[src/rtl/dlh_pkg.sv]
package dlh_pkg;

	localparam int ISR_DEPTH   = 1024;
	localparam int SCHED_DEPTH = 8192;
	localparam int COUNT_WIDTH = 24;

	localparam int ISR_AW    = $clog2(ISR_DEPTH);
	localparam int SCHED_AW  = $clog2(SCHED_DEPTH);
	localparam int HIST_AW   = (ISR_AW > SCHED_AW) ? ISR_AW : SCHED_AW;
	localparam int CLR_DEPTH = (ISR_DEPTH > SCHED_DEPTH) ? ISR_DEPTH : SCHED_DEPTH;
	localparam int CLR_AW    = $clog2(CLR_DEPTH);
	localparam int SUM_W     = COUNT_WIDTH + 1;

	localparam int ISR_RANGE_W   = 10;
	localparam int SCHED_RANGE_W = 13;
	localparam int PERIOD_W      = 24;
	localparam int LAT_W         = 16;
	localparam int BIN_IDX_W     = 13;
	localparam int MAXLAT_W      = 13;
	localparam int OP_W          = 2;
	localparam int PADDR_W       = 4;
	localparam int PDATA_W       = 32;

	localparam logic [ISR_RANGE_W-1:0]   ISR_RANGE_RST   = 10'd1000;
	localparam logic [SCHED_RANGE_W-1:0] SCHED_RANGE_RST = 13'd5000;
	localparam logic [PERIOD_W-1:0]      PERIOD_RST      = 24'd100;

	localparam logic [COUNT_WIDTH-1:0] COUNT_MAX = {COUNT_WIDTH{1'b1}};

	typedef enum logic [OP_W-1:0] {
		OP_SAMPLE  = 2'd0,
		OP_READ    = 2'd1,
		OP_FINDMAX = 2'd2,
		OP_CLEAR   = 2'd3
	} op_t;

	typedef enum logic [1:0] {
		REG_ISR_RANGE   = 2'd0,
		REG_SCHED_RANGE = 2'd1,
		REG_PERIOD      = 2'd2
	} reg_idx_t;

	typedef enum logic [3:0] {
		ST_INIT,
		ST_IDLE,
		ST_SM_RD,
		ST_SM_WR,
		ST_RB_RD,
		ST_RB_CAP,
		ST_FM_RD,
		ST_FM_ACC,
		ST_CLR,
		ST_OVF,
		ST_RESP
	} state_t;

	typedef struct packed {
		logic [ISR_RANGE_W-1:0]   isr_range;
		logic [SCHED_RANGE_W-1:0] sched_range;
		logic [PERIOD_W-1:0]      period_limit;
	} cfg_t;

	typedef struct packed {
		logic load;
		logic accept_sample;
		logic clear_count;
		logic clr_step;
		logic rd_sample;
		logic wr_sample;
		logic cap_bin;
		logic fm_rd;
		logic fm_acc;
		logic rd_ovf;
	} cmd_t;

	typedef struct packed {
		logic sample_ok;
		logic clr_last;
		logic fm_stop;
	} sts_t;

	function automatic logic [31:0] eff_range(logic [31:0] reg_val, logic [31:0] depth);
		return (reg_val < depth - 32'd1) ? reg_val : depth - 32'd1;
	endfunction

	function automatic logic [31:0] clamp_val(logic [31:0] v, logic [31:0] range_val);
		return (v < range_val) ? v : range_val;
	endfunction

endpackage

[src/rtl/dlh_ctrl.sv]
module dlh_ctrl
	import dlh_pkg::*;
(
	input  logic            clk,
	input  logic            arst_n,
	input  logic            start,
	input  logic [OP_W-1:0] op,
	input  sts_t            sts,
	output cmd_t            cmd,
	output logic            busy,
	output logic            done
);

	state_t state_q;
	state_t state_d;
	op_t    op_in;

	assign op_in = op_t'(op);

	always_ff @(posedge clk or negedge arst_n) begin
		if (!arst_n) begin
			state_q <= ST_INIT;
		end else begin
			state_q <= state_d;
		end
	end

	always_comb begin
		state_d = state_q;
		unique case (state_q)
			ST_INIT: begin
				if (sts.clr_last) state_d = ST_IDLE;
			end
			ST_IDLE: begin
				if (start) begin
					unique case (op_in)
						OP_SAMPLE:  state_d = sts.sample_ok ? ST_SM_RD : ST_OVF;
						OP_READ:    state_d = ST_RB_RD;
						OP_FINDMAX: state_d = ST_FM_RD;
						OP_CLEAR:   state_d = ST_CLR;
						default:    state_d = ST_IDLE;
					endcase
				end
			end
			ST_SM_RD:  state_d = ST_SM_WR;
			ST_SM_WR:  state_d = ST_OVF;
			ST_RB_RD:  state_d = ST_RB_CAP;
			ST_RB_CAP: state_d = ST_OVF;
			ST_FM_RD:  state_d = ST_FM_ACC;
			ST_FM_ACC: state_d = sts.fm_stop ? ST_OVF : ST_FM_RD;
			ST_CLR: begin
				if (sts.clr_last) state_d = ST_OVF;
			end
			ST_OVF:    state_d = ST_RESP;
			ST_RESP:   state_d = ST_IDLE;
			default:   state_d = ST_INIT;
		endcase
	end

	always_comb begin
		cmd  = '0;
		busy = 1'b1;
		done = 1'b0;
		unique case (state_q)
			ST_INIT: cmd.clr_step = 1'b1;
			ST_IDLE: begin
				busy              = 1'b0;
				cmd.load          = start;
				cmd.accept_sample = start && (op_in == OP_SAMPLE) && sts.sample_ok;
				cmd.clear_count   = start && (op_in == OP_CLEAR);
			end
			ST_SM_RD:  cmd.rd_sample = 1'b1;
			ST_SM_WR:  cmd.wr_sample = 1'b1;
			ST_RB_RD:  ;
			ST_RB_CAP: cmd.cap_bin   = 1'b1;
			ST_FM_RD:  cmd.fm_rd     = 1'b1;
			ST_FM_ACC: cmd.fm_acc    = 1'b1;
			ST_CLR:    cmd.clr_step  = 1'b1;
			ST_OVF:    cmd.rd_ovf    = 1'b1;
			ST_RESP:   done          = 1'b1;
			default: ;
		endcase
	end

endmodule

[config.mk]
export PLATFORM = sky130hd
export DESIGN_NAME = dlh_ctrl
export DESIGN_NICKNAME = d
export VERILOG_FILES = /design/src/rtl/dlh_pkg.sv /design/src/rtl/dlh_ctrl.sv
export SDC_FILE = /design/constraint.sdc
export NUM_CORES = 1
export LEC_CHECK = 0
export BUFFER_PORTS_ARGS = -buffer_cell sky130_fd_sc_hd__buf_2
export CAP_MARGIN = 5
export CELL_PAD_IN_SITES_DETAIL_PLACEMENT = 1
export CELL_PAD_IN_SITES_GLOBAL_PLACEMENT = 1
export CORE_ASPECT_RATIO = 1.2
export CORE_MARGIN = 3
export CORE_UTILIZATION = 25
export CTS_CLUSTER_SIZE = 14
export DETAILED_ROUTE_END_ITERATION = 10
export PLACE_DENSITY = 0.74
export SLEW_MARGIN = 0
export SYNTH_ARGS = -nofsm -noshare
export SYNTH_HDL_FRONTEND = slang
export SYNTH_SLANG_ARGS = --single-unit
[constraint.sdc]
create_clock -name clk -period 1.5 [get_ports clk]
set_clock_uncertainty 0.15 [all_clocks]
set_input_delay 0.3 -clock clk [delete_from_list [all_inputs] [get_ports clk]]
set_output_delay 0.3 -clock clk [all_outputs]
set_load 0.05 [all_outputs]
* Yosys cells after proc, flatten, opt, wreduce, memory -nomap -nowiden
Cells that the tools add are included.
Word-level totals: output and inout port bits 12, input bits 8, word-level logic and storage cells 42, register bits after elaboration 4
Operators by class: equal/unequal tests 16, muxes and demuxes 17, reduce and logical (&&, ||, !) cells 8
Operators with widths (count):
- 4-bit one-hot mux with 10 select lines | 1
- 4-bit two-way mux | 5
- 4-bit by 3-bit equality test with 1-bit output, second input constant | 4
- 4-bit one-hot mux with 4 select lines | 1
- 4-bit equality test, second input constant | 3
- 1-bit two-way mux | 9
- 4-bit by 2-bit equality test with 1-bit output, second input constant | 2
- 2-bit != test, second input constant | 3
- 2-bit equality test, second input constant | 2
- 4-bit by 1-bit equality test with 1-bit output, second input constant | 1
- 4-bit zero test | 1
- 2-bit OR reduction | 2
- 1-bit logical AND | 3
- 3-bit two-way mux | 1
- 3-bit AND reduction | 1
- 2-bit by 1-bit equality test with 1-bit output, second input constant | 1
- 2-bit zero test | 1

* Logic depth before layout (Yosys ltp)
word-level depth 4, gate-level depth with buffers 6, mapped depth without buffers 6

* Worst setup path after synthesis
Ideal clock, no wire load.
path kind register -> output, start reg state_q[1], end out cmd[8] (netlist name), data required time 1050 ps, arrival 1796 ps, buffers on the path 0, cell stages (with the launch flop) 5, setup slack -746 ps, cells stage by stage dfrtp_1 nand2b_1 nor3_4 and2_1 and3_1
RTL lines:
- start: declaration | line dlh_ctrl.sv:14 | state_t state_q;
- start signal: assignment | line dlh_ctrl.sv:24 | state_q <= state_d;
- end: declaration | line dlh_ctrl.sv:9 | output cmd_t cmd,

==> impl_results.md <==
* Fin. max-slew vios at 0
* Post-synthesis sequential area ratio at 0.216
* Port buffer count at 19
* Relative slew slack at 0.813
* R2R Setup Slk at -160 ps
* Detailed Route WL at approximately 2.2 mm
* Endpoints failing hold at 0
* Height of the die at 53.2 µm
* Placed Instances at roughly 110
* Top-area cell type share of the netlist area at 0.216
* Final worst setup slack at -410 ps
* Post-synth cell types at 24
* Number of global-route vias before repair at ~750
* Failing checks: setup timing
* Worst hold slack at approximately 160 ps
* Share of cells above drive strength 1 at 0.771
* Ys flop type: dfrtp_1
* Core Box Area at 1700 µm²
* Final Instance Area at 1110 µm²
* Worst skew pair latency at approximately 250 ps
* Htree depth at 1
* Die span in x at 45.3 µm
* Initial DRC Count at 4
* Finish-stage setup viols at 16
* Synth Warn # at 0
* Outcome: finished with violations
* Vias per cell at slightly above 5
* Final ANT Viol Nets at 0
* Peak VDD IR at about 1.5 mV
* Final Critical Period at 1910 ps
* Dpl cell area at 774 µm²
* Routed WL per cell at about 18 µm
* Hold Path Class: in -> reg
* Top cells by area, synth: dfrtp_1, ha_1, nand2b_1
* Top Registers: state_q (4)
* Initial Util at 0.273
* Clock slew at reported path FFs at 40 ps
* R2r endpoint: state_q[3]$_DFFE_PN0P_
* Routability Congestion at roughly 0.81
* Unrepaired setup endpoints after global routing: true
* Clk sink count at 4
* Max-Cap Viols at 0
* Worst r2r src: state_q[0]$_DFFE_PN0P_
* Reg2reg path depth at 5
* Max reg flops at 4
* Synth Net Count at 70
* Final nets at 119
* Total negative slack at -3600 ps
* Io pins at 20
* Setup CP Type: reg -> out
* Synth Cell Area at ~460 µm²
* Global Route Usage Sum at 0.231
* Worst Path Required at 1050 ps
* Post-Place Setup Slack at -343 ps
* Initial antenna violation count at 0
* Largest net degree at the start of global routing at 8
* P&R area growth vs syn at 140%
* CP Launch Type: register
* FFs w/ async S/R, synth at 1.00
* First-pass DRT Iterations at 4
* CTS tree: yes
* Final Cycle Share at 1.27
* CTS max path bufs at 2
* Syn Inst Count at 58
* CTS buffer count at 3
* Fmax at 524 MHz
* Final Core Density at 0.655
* Tot Pwr at between 2 and 2.5 mW
* Remaining Overflow, GRT at 0
* CP Capture Point: cmd[8]
* Power per cell area at ~2200 nW/µm²
* First-pass GRT wire length at roughly 3.8 mm
* Critical-path maximum fanout at 3
* Row cnt at 16
* Static leakage at between 0.5 and 0.6 nW
* HPWL after DPL at about 1.4 mm
* Arrival time worst endpoint at around 1500 ps
* CP Capture Type: output port
* Yosys top cell by area: dfrtp_1
* Synth Register Bits at 4
* DRC viols at 0
* Avg Inst Size Synth at ~8 µm²
* Die Area at 2410 µm²
* Number of flops mapped to enable cells by yosys at 0
* Worst-Margin Slew at 280 ps
* Layout Cells excl Fill at about 120
* Vias at 633
* CTS Root Cell: clkbuf_4
* N_diodes at 0
* Top reg by flops: state_q
* Worst setup path startpoint: state_q[1]$_DFFE_PN0P_
power by group:
part           leakage, nW  internal (mW)  switching, mW
Sequential          0.0517          0.157         0.0508
Combinational        0.448           1.01           1.11
Clock               0.0138         0.0900         0.0517
kinds of logic (layout without fill, tap and decap cells):
group,Yosys count,after routing,synth area share
multiplexers,1,1,0.0243
flip-flops,4,4,0.216
AO/OA/AOI/OAI,12,12,0.205
buffers and inverters,9,56,0.0943
adder cells (fa/ha/maj),4,4,0.108
AND/OR/NAND/NOR,28,28,0.353
how the worst min path moves through the flow:
stage           start  slack, ps                endpoint  depth (start not counted)
2_1_floorplan  arst_n       -150  state_q[0]$_DFFE_PN0P_                          0
3_3_place_gp   arst_n        -50  state_q[0]$_DFFE_PN0P_                          1
4_1_cts        sts[1]        150  state_q[3]$_DFFE_PN0P_                          2
6_report       sts[1]        160  state_q[3]$_DFFE_PN0P_                          2
3_5_place_dp   arst_n        -40  state_q[0]$_DFFE_PN0P_                          1
5_1_grt        sts[1]        160  state_q[3]$_DFFE_PN0P_                          2
area by class of cell:
type                    instances  area [µm²]
flip-flops and latches          4         100
fillers                       181         587
inverters                       6        22.5
well taps                      18        22.5
multi-input cells              45         522
repair buffers                 47         425
clock buffers                   3        22.5
what timing repair did:
item | in CTS | in global routing
hold buffers | 1 | 0
setup buffers | 4 | 3
hold endpoints to repair | 4 | 0
endpoints found under the setup margin | 16 | 16
gates resized for setup | 58 | 7
pin swaps | 11 | 6
gates cloned | 0 | 0
layout by cell type, fill, tap and decap left out, drive strengths merged:
cell type	instances
dfrtp	4
o31ai	1
a221oi	1
and3b	1
a211oi	1
nand2	1
ha	4
a32oi	1
or4b	1
o22ai	3
inv	6
nor3	6
dlygate4sd3	1
nor2	9
nand2b	7
and3	2
o21ai	3
and2	1
clkbuf	3
mux2	1
a2111oi	1
a22o	1
buf	46
metal layers:
metal | track usage | share of wire | wire length (µm)
met5 | 0 | 0 | 0
met2 | 0.370 | 0.52 | 1140
met3 | 0.0476 | 0.041 | 89
met1 | 0.248 | 0.38 | 824
met4 | 0.205 | 0.058 | 126
synth_stat cells (2+ instances only):
cell type  count
nor3_1         5
inv_1          6
buf_2          2
nor2_1         9
ha_1           4
and3_1         2
o22ai_1        2
dfrtp_1        4
o21ai_0        3
nand2b_1       7
worst max-delay path, stage by stage (launching register included):
cell and delay, ps:
dfrtp_1 390, nand2b_4 160, nor3_4 160, and2_4 180, and3_4 180, buf_8 140
Note: power is estimated with default switching activity, not from simulation.
