[src/rtl/dlh_pkg.sv]
package dlh_pkg;

	localparam int ISR_DEPTH   = 1024;
	localparam int SCHED_DEPTH = 8192;
	localparam int COUNT_WIDTH = 24;

	localparam int ISR_AW    = $clog2(ISR_DEPTH);
	localparam int SCHED_AW  = $clog2(SCHED_DEPTH);
	localparam int HIST_AW   = (ISR_AW > SCHED_AW) ? ISR_AW : SCHED_AW;
	localparam int CLR_DEPTH = (ISR_DEPTH > SCHED_DEPTH) ? ISR_DEPTH : SCHED_DEPTH;
	localparam int CLR_AW    = $clog2(CLR_DEPTH);
	localparam int SUM_W     = COUNT_WIDTH + 1;

	localparam int ISR_RANGE_W   = 10;
	localparam int SCHED_RANGE_W = 13;
	localparam int PERIOD_W      = 24;
	localparam int LAT_W         = 16;
	localparam int BIN_IDX_W     = 13;
	localparam int MAXLAT_W      = 13;
	localparam int OP_W          = 2;
	localparam int PADDR_W       = 4;
	localparam int PDATA_W       = 32;

	localparam logic [ISR_RANGE_W-1:0]   ISR_RANGE_RST   = 10'd1000;
	localparam logic [SCHED_RANGE_W-1:0] SCHED_RANGE_RST = 13'd5000;
	localparam logic [PERIOD_W-1:0]      PERIOD_RST      = 24'd100;

	localparam logic [COUNT_WIDTH-1:0] COUNT_MAX = {COUNT_WIDTH{1'b1}};

	typedef enum logic [OP_W-1:0] {
		OP_SAMPLE  = 2'd0,
		OP_READ    = 2'd1,
		OP_FINDMAX = 2'd2,
		OP_CLEAR   = 2'd3
	} op_t;

	typedef enum logic [1:0] {
		REG_ISR_RANGE   = 2'd0,
		REG_SCHED_RANGE = 2'd1,
		REG_PERIOD      = 2'd2
	} reg_idx_t;

	typedef enum logic [3:0] {
		ST_INIT,
		ST_IDLE,
		ST_SM_RD,
		ST_SM_WR,
		ST_RB_RD,
		ST_RB_CAP,
		ST_FM_RD,
		ST_FM_ACC,
		ST_CLR,
		ST_OVF,
		ST_RESP
	} state_t;

	typedef struct packed {
		logic [ISR_RANGE_W-1:0]   isr_range;
		logic [SCHED_RANGE_W-1:0] sched_range;
		logic [PERIOD_W-1:0]      period_limit;
	} cfg_t;

	typedef struct packed {
		logic load;
		logic accept_sample;
		logic clear_count;
		logic clr_step;
		logic rd_sample;
		logic wr_sample;
		logic cap_bin;
		logic fm_rd;
		logic fm_acc;
		logic rd_ovf;
	} cmd_t;

	typedef struct packed {
		logic sample_ok;
		logic clr_last;
		logic fm_stop;
	} sts_t;

	function automatic logic [31:0] eff_range(logic [31:0] reg_val, logic [31:0] depth);
		return (reg_val < depth - 32'd1) ? reg_val : depth - 32'd1;
	endfunction

	function automatic logic [31:0] clamp_val(logic [31:0] v, logic [31:0] range_val);
		return (v < range_val) ? v : range_val;
	endfunction

endpackage

[src/rtl/dlh_regs.sv]
module dlh_regs
	import dlh_pkg::*;
(
	input  logic               clk,
	input  logic               arst_n,
	input  logic               psel,
	input  logic               penable,
	input  logic               pwrite,
	input  logic [PADDR_W-1:0] paddr,
	input  logic [PDATA_W-1:0] pwdata,
	output logic [PDATA_W-1:0] prdata,
	output logic               pready,
	output cfg_t               cfg
);

	cfg_t     cfg_q;
	reg_idx_t idx;
	logic     wr_en;

	assign idx    = reg_idx_t'(paddr[3:2]);
	assign pready = 1'b1;
	assign wr_en  = psel & penable & pwrite & pready;
	assign cfg    = cfg_q;

	always_ff @(posedge clk or negedge arst_n) begin
		if (!arst_n) begin
			cfg_q.isr_range    <= ISR_RANGE_RST;
			cfg_q.sched_range  <= SCHED_RANGE_RST;
			cfg_q.period_limit <= PERIOD_RST;
		end else if (wr_en) begin
			unique case (idx)
				REG_ISR_RANGE:   cfg_q.isr_range    <= pwdata[ISR_RANGE_W-1:0];
				REG_SCHED_RANGE: cfg_q.sched_range  <= pwdata[SCHED_RANGE_W-1:0];
				REG_PERIOD:      cfg_q.period_limit <= pwdata[PERIOD_W-1:0];
				default: ;
			endcase
		end
	end

	always_comb begin
		unique case (idx)
			REG_ISR_RANGE:   prdata = PDATA_W'(cfg_q.isr_range);
			REG_SCHED_RANGE: prdata = PDATA_W'(cfg_q.sched_range);
			REG_PERIOD:      prdata = PDATA_W'(cfg_q.period_limit);
			default:         prdata = '0;
		endcase
	end

endmodule

[config.mk]
export PLATFORM = sky130hd
export DESIGN_NAME = dlh_regs
export DESIGN_NICKNAME = d
export VERILOG_FILES = /design/src/rtl/dlh_pkg.sv /design/src/rtl/dlh_regs.sv
export SDC_FILE = /design/constraint.sdc
export NUM_CORES = 1
export LEC_CHECK = 0
export BUFFER_PORTS_ARGS = -buffer_cell sky130_fd_sc_hd__buf_2
export CAP_MARGIN = 30
export CORE_AREA = 2 2 85 87
export CTS_BUF_LIST = sky130_fd_sc_hd__clkbuf_8
export CTS_CLUSTER_SIZE = 25
export DETAILED_ROUTE_END_ITERATION = 10
export DIE_AREA = 0 0 87 89
export SETUP_SLACK_MARGIN = 0.02
export SYNTH_ARGS = -nofsm -noshare
export SYNTH_HDL_FRONTEND = slang
export SYNTH_SLANG_ARGS = --single-unit
[constraint.sdc]
create_clock -name clk -period 0.92 [get_ports clk]
set_input_delay 0.046 -clock clk [delete_from_list [all_inputs] [get_ports clk]]
set_output_delay 0.046 -clock clk [all_outputs]
set_load 0.01 [all_outputs]
After elaboration in Yosys (flattened, before gate mapping) --
Cells that the tools add are included.
Word-level totals: word-level logic and storage cells 12, bits of input ports 41, output and inout bits 80, register bits after elaboration 47
Operators by class: reduce and logical (&&, ||, !) cells 4, eq/ne operators 2, bitwise operators 2, mux-type cells 1
Operators with widths (count):
- $pmux 24 s3 | 1
- $reduce_and 2->1 | 3
- $and 1x1->1 | 2
- $eq 2x1->1 const B | 1
- $eq 2x2->1 const B | 1
- $logic_not 2->1 | 1

Depth between registers and ports, before layout --
Gate-level depths: netlist of run 1.
depth after elaboration 3, depth in mapped cells 5, mapped depth without buffers 3

Worst setup path before layout of run 1 --
OpenSTA, ideal clock, no wires.
path type input-to-reg, start in paddr[2], end reg cfg_q, in the netlist cfg[26], slack -0.294 ns, path buffers 3, stages 5, required time 0.795 ns, data arrival time 1.089 ns, setup time 0.125 ns, cell sequence buf_2 > or3b_1 > buf_6 > buf_12 > mux2_4
On the way: word-level cells in the longest chain between the ends 2
RTL lines:
- from (decl) | RTL line dlh_regs.sv:9 | input logic [PADDR_W-1:0] paddr,
- $eq 2x1->1 | RTL line dlh_regs.sv:31 | unique case (idx)
- $reduce_and 2->1 (no line)
- to (decl) | RTL line dlh_regs.sv:16 | cfg_t cfg_q;
Every way passes these cells. A chain may end at the register's enable or synchronous reset.

Worst setup path after layout of run 1 --
start reg cfg_q, in the netlist cfg[33], end out prdata[9]
On the way: word-level cells in the longest chain between the ends 1
RTL lines:
- $pmux 24 s3 | RTL line dlh_regs.sv:41 | unique case (idx)
- to (decl) | RTL line dlh_regs.sv:11 | output logic [PDATA_W-1:0] prdata,
Every way passes these cells.

==> impl_summary.txt, run 1 <==
----------------------------------------------------
[Outcome]
  Result of the run ... finished, violations left
  Violations in the final reports ... negative setup slack

[Drt]
  Routed length on met3 ... 475 um
  Post-route met1 wirelength ... 2710 um
  Highest signal layer in the routed design ... met4
  Drt initial violations ... 52
  Count of unresolved DRC violations after routing ... 0
  Wirelength, routed ... 6530 um
  First-pass iteration count of the detailed router ... 4
  Average wire length per cell after detail routing ... 15.4 um
  DR WL met2 ... 3260 um
  Post-DRT Antenna Nets ... 0
  Detail-routed via count per cell ... 4.47
  Routed via count ... 1901

[STA]
  Highest clock rate ... 760 MHz
  Setup-failing EPs final ... 56
  Post-route worst setup slack ... -0.396 ns
  Hold slack final ... 0.00941 ns
  Setup TNS Final ... -7.67 ns
  Final min period ... 1.32 ns
  Unrepaired setup endpoints after global routing ... yes
  Final clock skew ... 0 ns
  Number of hold violations in the final report ... 0
  Number of pins with negative max-slew slack in the final report ... 0
  Period Utilization, post-route ... 143%

[Clock network]
  Clock-pin slew on the worst setup and hold paths ... 0.09 ns
  Clock latency at the later pin of the worst-skew pair ... 0.30 ns
  Clock tree from TritonCTS ... done
  CTS Buffer Depth ... 2
  Buffer type at the clock tree root ... clkbuf_8
  Number of CTS-inserted buffers ... 5
  CTS H-tree depth ... 2
  Number of sinks driven by the clock tree ... 47

[Min path]
  Worst min-delay path class ... primary input to register
  Worst hold endpoint ... cfg[4]
  Worst hold start ... pwdata[4]
  Worst hold stages ... 2

[Setup path]
  Critical register-to-register path startpoint ... cfg[46]
  Reg-to-reg endpoint ... cfg[46]
  Cell with the largest stage delay on the worst path ... dfstp_2
  CP delay by family, top ... flip-flops
  Arr. time, crit path ... 1.27 ns
  CP cell instances ... mux2i_2 > o21ai_1 > buf_2
  Data required time at the worst endpoint ... 0.87 ns
  Worst reg-to-reg path cell count ... 4
  Critical path peak fanout ... 2
  Launching element type of the critical path ... register
  Combined buffer and inverter count along the critical path ... 1
  Kind of critical path ... register to output port
  Kind of capture point of the worst setup path ... output port
  Critical Path Max Stage Delay ... 0.56 ns
  Worst-case register-to-register setup slack ... -0.13 ns

[Yosys]
  Yosys reg bits ... 47
  Gate count of the mapped netlist ... 164
  Synth Cell Area ... 2240 um2
  Post-synthesis average cell area ... 13.7 um2
  Number of warning messages in the yosys log ... 0
  Post-synthesis cell type count ... 20
  Sequential cell area fraction in the yosys report ... 53.3%

[GRT]
  Wire length of the first global-routing pass ... 9630 um
  Global Route Usage Sum ... 16.7%
  Overall overflow remaining after global route ... 0
  Pin count of the biggest net entering global routing ... 31
  Via count of the first global-routing pass ... 1909
  Number of antenna violations at the first check in global routing ... 0

[Cells and area]
  Count of inserted antenna diode cells ... 0
  Area growth from synthesis to layout ... 78.9%
  Commonest cells after routing, fill and taps aside ... buf_2, buf_6, dfrtp_1
  Max FFs per register ... 47
  Share of final-layout standard cells stronger than drive strength 1 ... 68.7%
  Most frequent standard cell in the layout excluding fill and tap cells ... buf_2
  Number of filler cells placed in the layout ... 533
  Number of nets in the layout ... 385
  Number of standard cells in the final layout excluding fillers ... 425

[Floorplan]
  Die boundary height ... 89 um
  Boundary pin count ... 121
  Initial cell density of the core ... 33.3%
  Die span in x ... 87 um
  Area of the placeable core ... 6720 um2
  Die area ... 7740 um2
  Number of rows in the core area ... 30

[Power and ir drop]
  Total design power ... 8.33 mW
  Max VDD drop ... 853 uV
  LEAKAGE ... 2.04 nW
  Power density of the placed cells ... 2080 nW/um2

[Place]
  Half-perimeter wire length after detailed placement ... 4210 um
  Count of input and output buffers ... 101
  Last weighted congestion value of the routability-driven placer ... 0.710
  Placed Instances ... 357

[Job]
  Max-cap violation count ... 0

----------------------------------------------------
[how the worst max path moves through the flow]
stage / startpoint / endpoint / slack [ns] / cells past startpoint
5_1_grt: cfg[46] / prdata[9] / -0.45 / 3
6_report: cfg[33] / prdata[9] / -0.40 / 3
3_3_place_gp: pwrite / cfg[26] / -0.32 / 5
4_1_cts: cfg[42] / prdata[5] / -0.33 / 3
3_5_place_dp: pwrite / cfg[34] / -0.33 / 5
2_1_floorplan: paddr[2] / cfg[26] / -0.25 / 5
[report_power, final]
part           switching [mW]  internal, mW  total [mW]
Sequential              0.396          2.66        3.05
Clock                   0.706          1.08        1.79
Combinational            1.22          2.27        3.49
Total                    2.32          6.01        8.33
[final cells by class]
| cell class | instances | area, um2 | area share, % |
|---|---|---|---|
| Tap cell | 80 | 100 | 2.50 |
| Timing Repair Buffer | 184 | 1520 | 38.0 |
| Sequential cell | 47 | 1190 | 29.8 |
| Multi-Input combinational cell | 106 | 1050 | 26.3 |
| Clock buffer | 5 | 68.8 | 1.72 |
| Clock inverter | 3 | 67.6 | 1.69 |
[routing by layer]
metal	global-route usage (%)	vias to the layer above
li1	-	905
met1	20.3	900
met2	28.9	89
met3	4.25	7
met4	5.97	0
met5	0	-
[cells in the mapped netlist (all sizes together)]
library cell,count,share of area [%]
nor3,1,0.45
a22o,3,1.2
buf,15,5.5
dfrtp,33,37
mux2,47,25
conb,2,0.34
or3b,1,0.39
nor2b,2,0.56
clkbuf,3,0.50
and2,11,3.1
mux2i,10,4.5
nand3,1,0.45
o21ai,10,2.2
nand2,10,1.7
dfstp,14,16
nor3b,1,0.56
[cell families after synthesis]
logic type	Yosys count	share of synthesized area (%)
AOI/OAI and AO/OA	13	3.41
buffers and inverters	18	6.03
DFF	47	53.3
muxes	57	29.8
other	2	0.335
and+or+nand+nor	27	7.15
[metrics by stage]
stage / utilization (%) / instance area, um2 / setup WS (ns)
3_5_place_dp: 44.9 / 3020 / -0.331
6_report: 59.6 / 4010 / -0.396
4_1_cts: 56.8 / 3820 / -0.328
2_1_floorplan: - / 2380 / -0.246
5_1_grt: 59.6 / 4010 / -0.446
3_3_place_gp: 44.9 / 3020 / -0.318
[repair_timing]
item	4_1_cts	5_1_grt
endpoints found under the hold margin	64	0
gates resized for setup	55	27
pin swaps	5	5
setup endpoints to repair	76	88
hold buffers	23	0
buffers inserted	24	18
(Power assumes the default switching activity.)
==> inputs of run 2 (changes only) <==
- SKIP_LAST_GASP: unset -> 1
==> run 2 against run 1 <==
Effect of this change: the flow still finishes with violations (negative setup slack); sequential power barely moved; routed wire length fell by 0.67%; register-to-register slack barely moved; worst setup slack improved by 0.0019 ns; final area fell by 0.16%; maximum frequency rose by 0.15%; first-iteration DRC count fell by 13%; total power barely moved; non-clock buffer count rose by 1; critical path depth did not move; largest power group unchanged.
==> impl_summary.txt, run 2 (synthesis results as in run 1) <==
----------------------------------------------------
[GRT]
  Number of antenna violations at the first check in global routing ... 0 (unchanged)
  Met1 demand-to-capacity share in global routing ... 20.3% (unchanged)
  Pin count of the biggest net entering global routing ... 31 (unchanged)
  GRT met2 Usage ... 28.9% (unchanged)
  Via count of the first global-routing pass ... 1910 (was 1909)
  Most used routing layer ... met2 (unchanged)
  Wire length of the first global-routing pass ... 9630 um (unchanged)
  Overall overflow remaining after global route ... 0 (unchanged)
  Global routing usage on met3 ... 4.25% (unchanged)
  Global Route Usage Sum ... 16.7% (unchanged)

[Cells and area]
  Share of final-layout standard cells stronger than drive strength 1 ... 68.8% (was 68.7%)
  Count of inserted antenna diode cells ... 0 (unchanged)
  Number of nets in the layout ... 386 (was 385)
  Commonest cells after routing, fill and taps aside ... buf_2, buf_6, dfrtp_1 (unchanged)
  Area growth from synthesis to layout ... 78.6% (was 78.9%)
  Max FFs per register ... 47 (unchanged)
  Number of standard cells in the final layout excluding fillers ... 426 (was 425)
  Core utilization of the finished layout ... 59.5% (was 59.6%)
  Most frequent standard cell in the layout excluding fill and tap cells ... buf_2 (unchanged)

[STA]
  Period Utilization, post-route ... 143% (about the same)
  Final min period ... 1.31 ns (was 1.32 ns)
  Number of pins with negative max-slew slack in the final report ... 0 (unchanged)
  Unrepaired setup endpoints after global routing ... yes (unchanged)
  Final clock skew ... 0 ns (unchanged)
  Number of hold violations in the final report ... 0 (unchanged)
  Setup TNS Final ... -7.83 ns (was -7.67 ns)
  Post-route worst setup slack ... -0.394 ns (was -0.396 ns)
  Hold slack final ... 0.00733 ns (was 0.00941 ns)
  Highest clock rate ... 761 MHz (was 760 MHz)
  Setup-failing EPs final ... 56 (unchanged)

[Power and ir drop]
  Int Pwr ... 6.01 mW (about the same)
  Switching share of power ... 27.9% (about the same)
  Power density of the placed cells ... 2080 nW/um2 (about the same)
  Combinational share of power ... 41.8% (was 41.9%)
  LEAKAGE ... 2.04 nW (about the same)
  Max VDD drop ... 920 uV (was 853 uV)
  Net Switching ... 2.32 mW (about the same)
  Part of the total power dissipated in sequential elements ... 36.6% (about the same)
  Part of the total power dissipated in the clock network ... 21.6% (was 21.5%)
  Total design power ... 8.33 mW (about the same)

[Place]
  Count of input and output buffers ... 101 (unchanged)
  Placed Instances ... 357 (unchanged)
  Last weighted congestion value of the routability-driven placer ... 0.710 (unchanged)
  Half-perimeter wire length after detailed placement ... 4210 um (unchanged)

[Setup path]
  Data required time at the worst endpoint ... 0.87 ns (about the same)
  CP cell instances ... mux2i_2 > o21ai_1 > buf_2 (unchanged)
  Kind of capture point of the worst setup path ... output port (unchanged)
  CP delay by family, top ... flip-flops (unchanged)
  Kind of critical path ... register to output port (unchanged)
  Arr. time, crit path ... 1.27 ns (about the same)
  Critical Path Max Stage Delay ... 0.56 ns (about the same)
  Cell with the largest stage delay on the worst path ... dfstp_2 (unchanged)
  Critical path peak fanout ... 2 (unchanged)
  Launching element type of the critical path ... register (unchanged)
  Combined buffer and inverter count along the critical path ... 1 (unchanged)
  Critical path launch point ... cfg[33] (unchanged)
  Critical register-to-register path startpoint ... cfg[46] (unchanged)

[Clock network]
  Clock latency at the later pin of the worst-skew pair ... 0.30 ns (about the same)
  CTS Buffer Depth ... 2 (unchanged)
  Number of sinks driven by the clock tree ... 47 (unchanged)
  Clock tree from TritonCTS ... done (unchanged)
  Clock-pin slew on the worst setup and hold paths ... 0.09 ns (about the same)
  Buffer type at the clock tree root ... clkbuf_8 (unchanged)
  CTS H-tree depth ... 2 (unchanged)
  Number of CTS-inserted buffers ... 5 (unchanged)

[Min path]
  Worst hold start ... pwdata[4] (unchanged)
  Worst min-delay path class ... primary input to register (unchanged)

[Floorplan]
  Die area ... 7740 um2 (unchanged)
  Initial cell density of the core ... 33.3% (unchanged)
  Die boundary height ... 89 um (unchanged)
  Number of rows in the core area ... 30 (unchanged)
  Area of the placeable core ... 6720 um2 (unchanged)
  Boundary pin count ... 121 (unchanged)
  Die span in x ... 87 um (unchanged)

[Drt]
  Post-DRT Antenna Nets ... 0 (unchanged)
  First-pass iteration count of the detailed router ... 4 (unchanged)
  Routed via count ... 1912 (was 1901)
  Drt initial violations ... 45 (was 52)
  Detail-routed via count per cell ... 4.49 (was 4.47)
  Wirelength, routed ... 6490 um (was 6530 um)
  Average wire length per cell after detail routing ... 15.2 um (was 15.4 um)
  Count of unresolved DRC violations after routing ... 0 (unchanged)

[Outcome]
  Violations in the final reports ... negative setup slack (unchanged)
  Result of the run ... finished, violations left (unchanged)

[Job]
  Max-cap violation count ... 0 (unchanged)

----------------------------------------------------
run 2: changes by cell type in the layout (fill, tap and decap cells not counted):
| cell | delta |
|---|---|
| buf_2 | +1 |
| buf_4 | +3 |
| buf_6 | -3 |
run 2: final timing paths:
kind,endpoint,slack [ns],cells past startpoint
min reg2reg,cfg[18],0.54,1
min,cfg[4],0.007,2
max reg2reg,cfg[46],-0.13,4
max in group asynchronous,cfg[2],0.26,3
max,prdata[9],-0.39,3
min in group asynchronous,cfg[11],0.26,3
run 2: repair_timing:
action                                  4_1_cts  5_1_grt
endpoints found under the setup margin       76       88
endpoints found under the hold margin        64        0
buffers inserted                             24       19
pin swaps                                     5        4
hold buffers                                 23        0
resized for setup                            53       26
run 2: power groups by stage:
stage | registers [mW] | logic [mW] | clock network, mW
after detailed placement | 3.06 | 2.15 | 0
after CTS | 3.03 | 3.12 | 1.84
after global routing | 3.11 | 3.72 | 1.94
after floorplan | 3.25 | 0.963 | 0
after global placement | 3.05 | 2.11 | 0
final | 3.05 | 3.48 | 1.80
run 2: area by class of cell:
class	count	area (um2)
fillers	531	2720
clock buffers	5	68.8
flip-flops and latches	47	1190
clock inverters	3	67.6
repair buffers	185	1520
multi-input cells	106	1050
well taps	80	100
run 2: per-layer routing:
layer  vias up  wire length (um)
li1        910                 -
met1       906              2730
met2        89              3240
met3         7               430
met4         0                86
met5         -                 0
run 2: per-stage QoR:
step           worst slack [ns]  instance area, um2
2_1_floorplan            -0.246                2380
3_5_place_dp             -0.331                3020
6_report                 -0.394                4000
4_1_cts                  -0.328                3810
5_1_grt                  -0.446                4000
3_3_place_gp             -0.318                3020
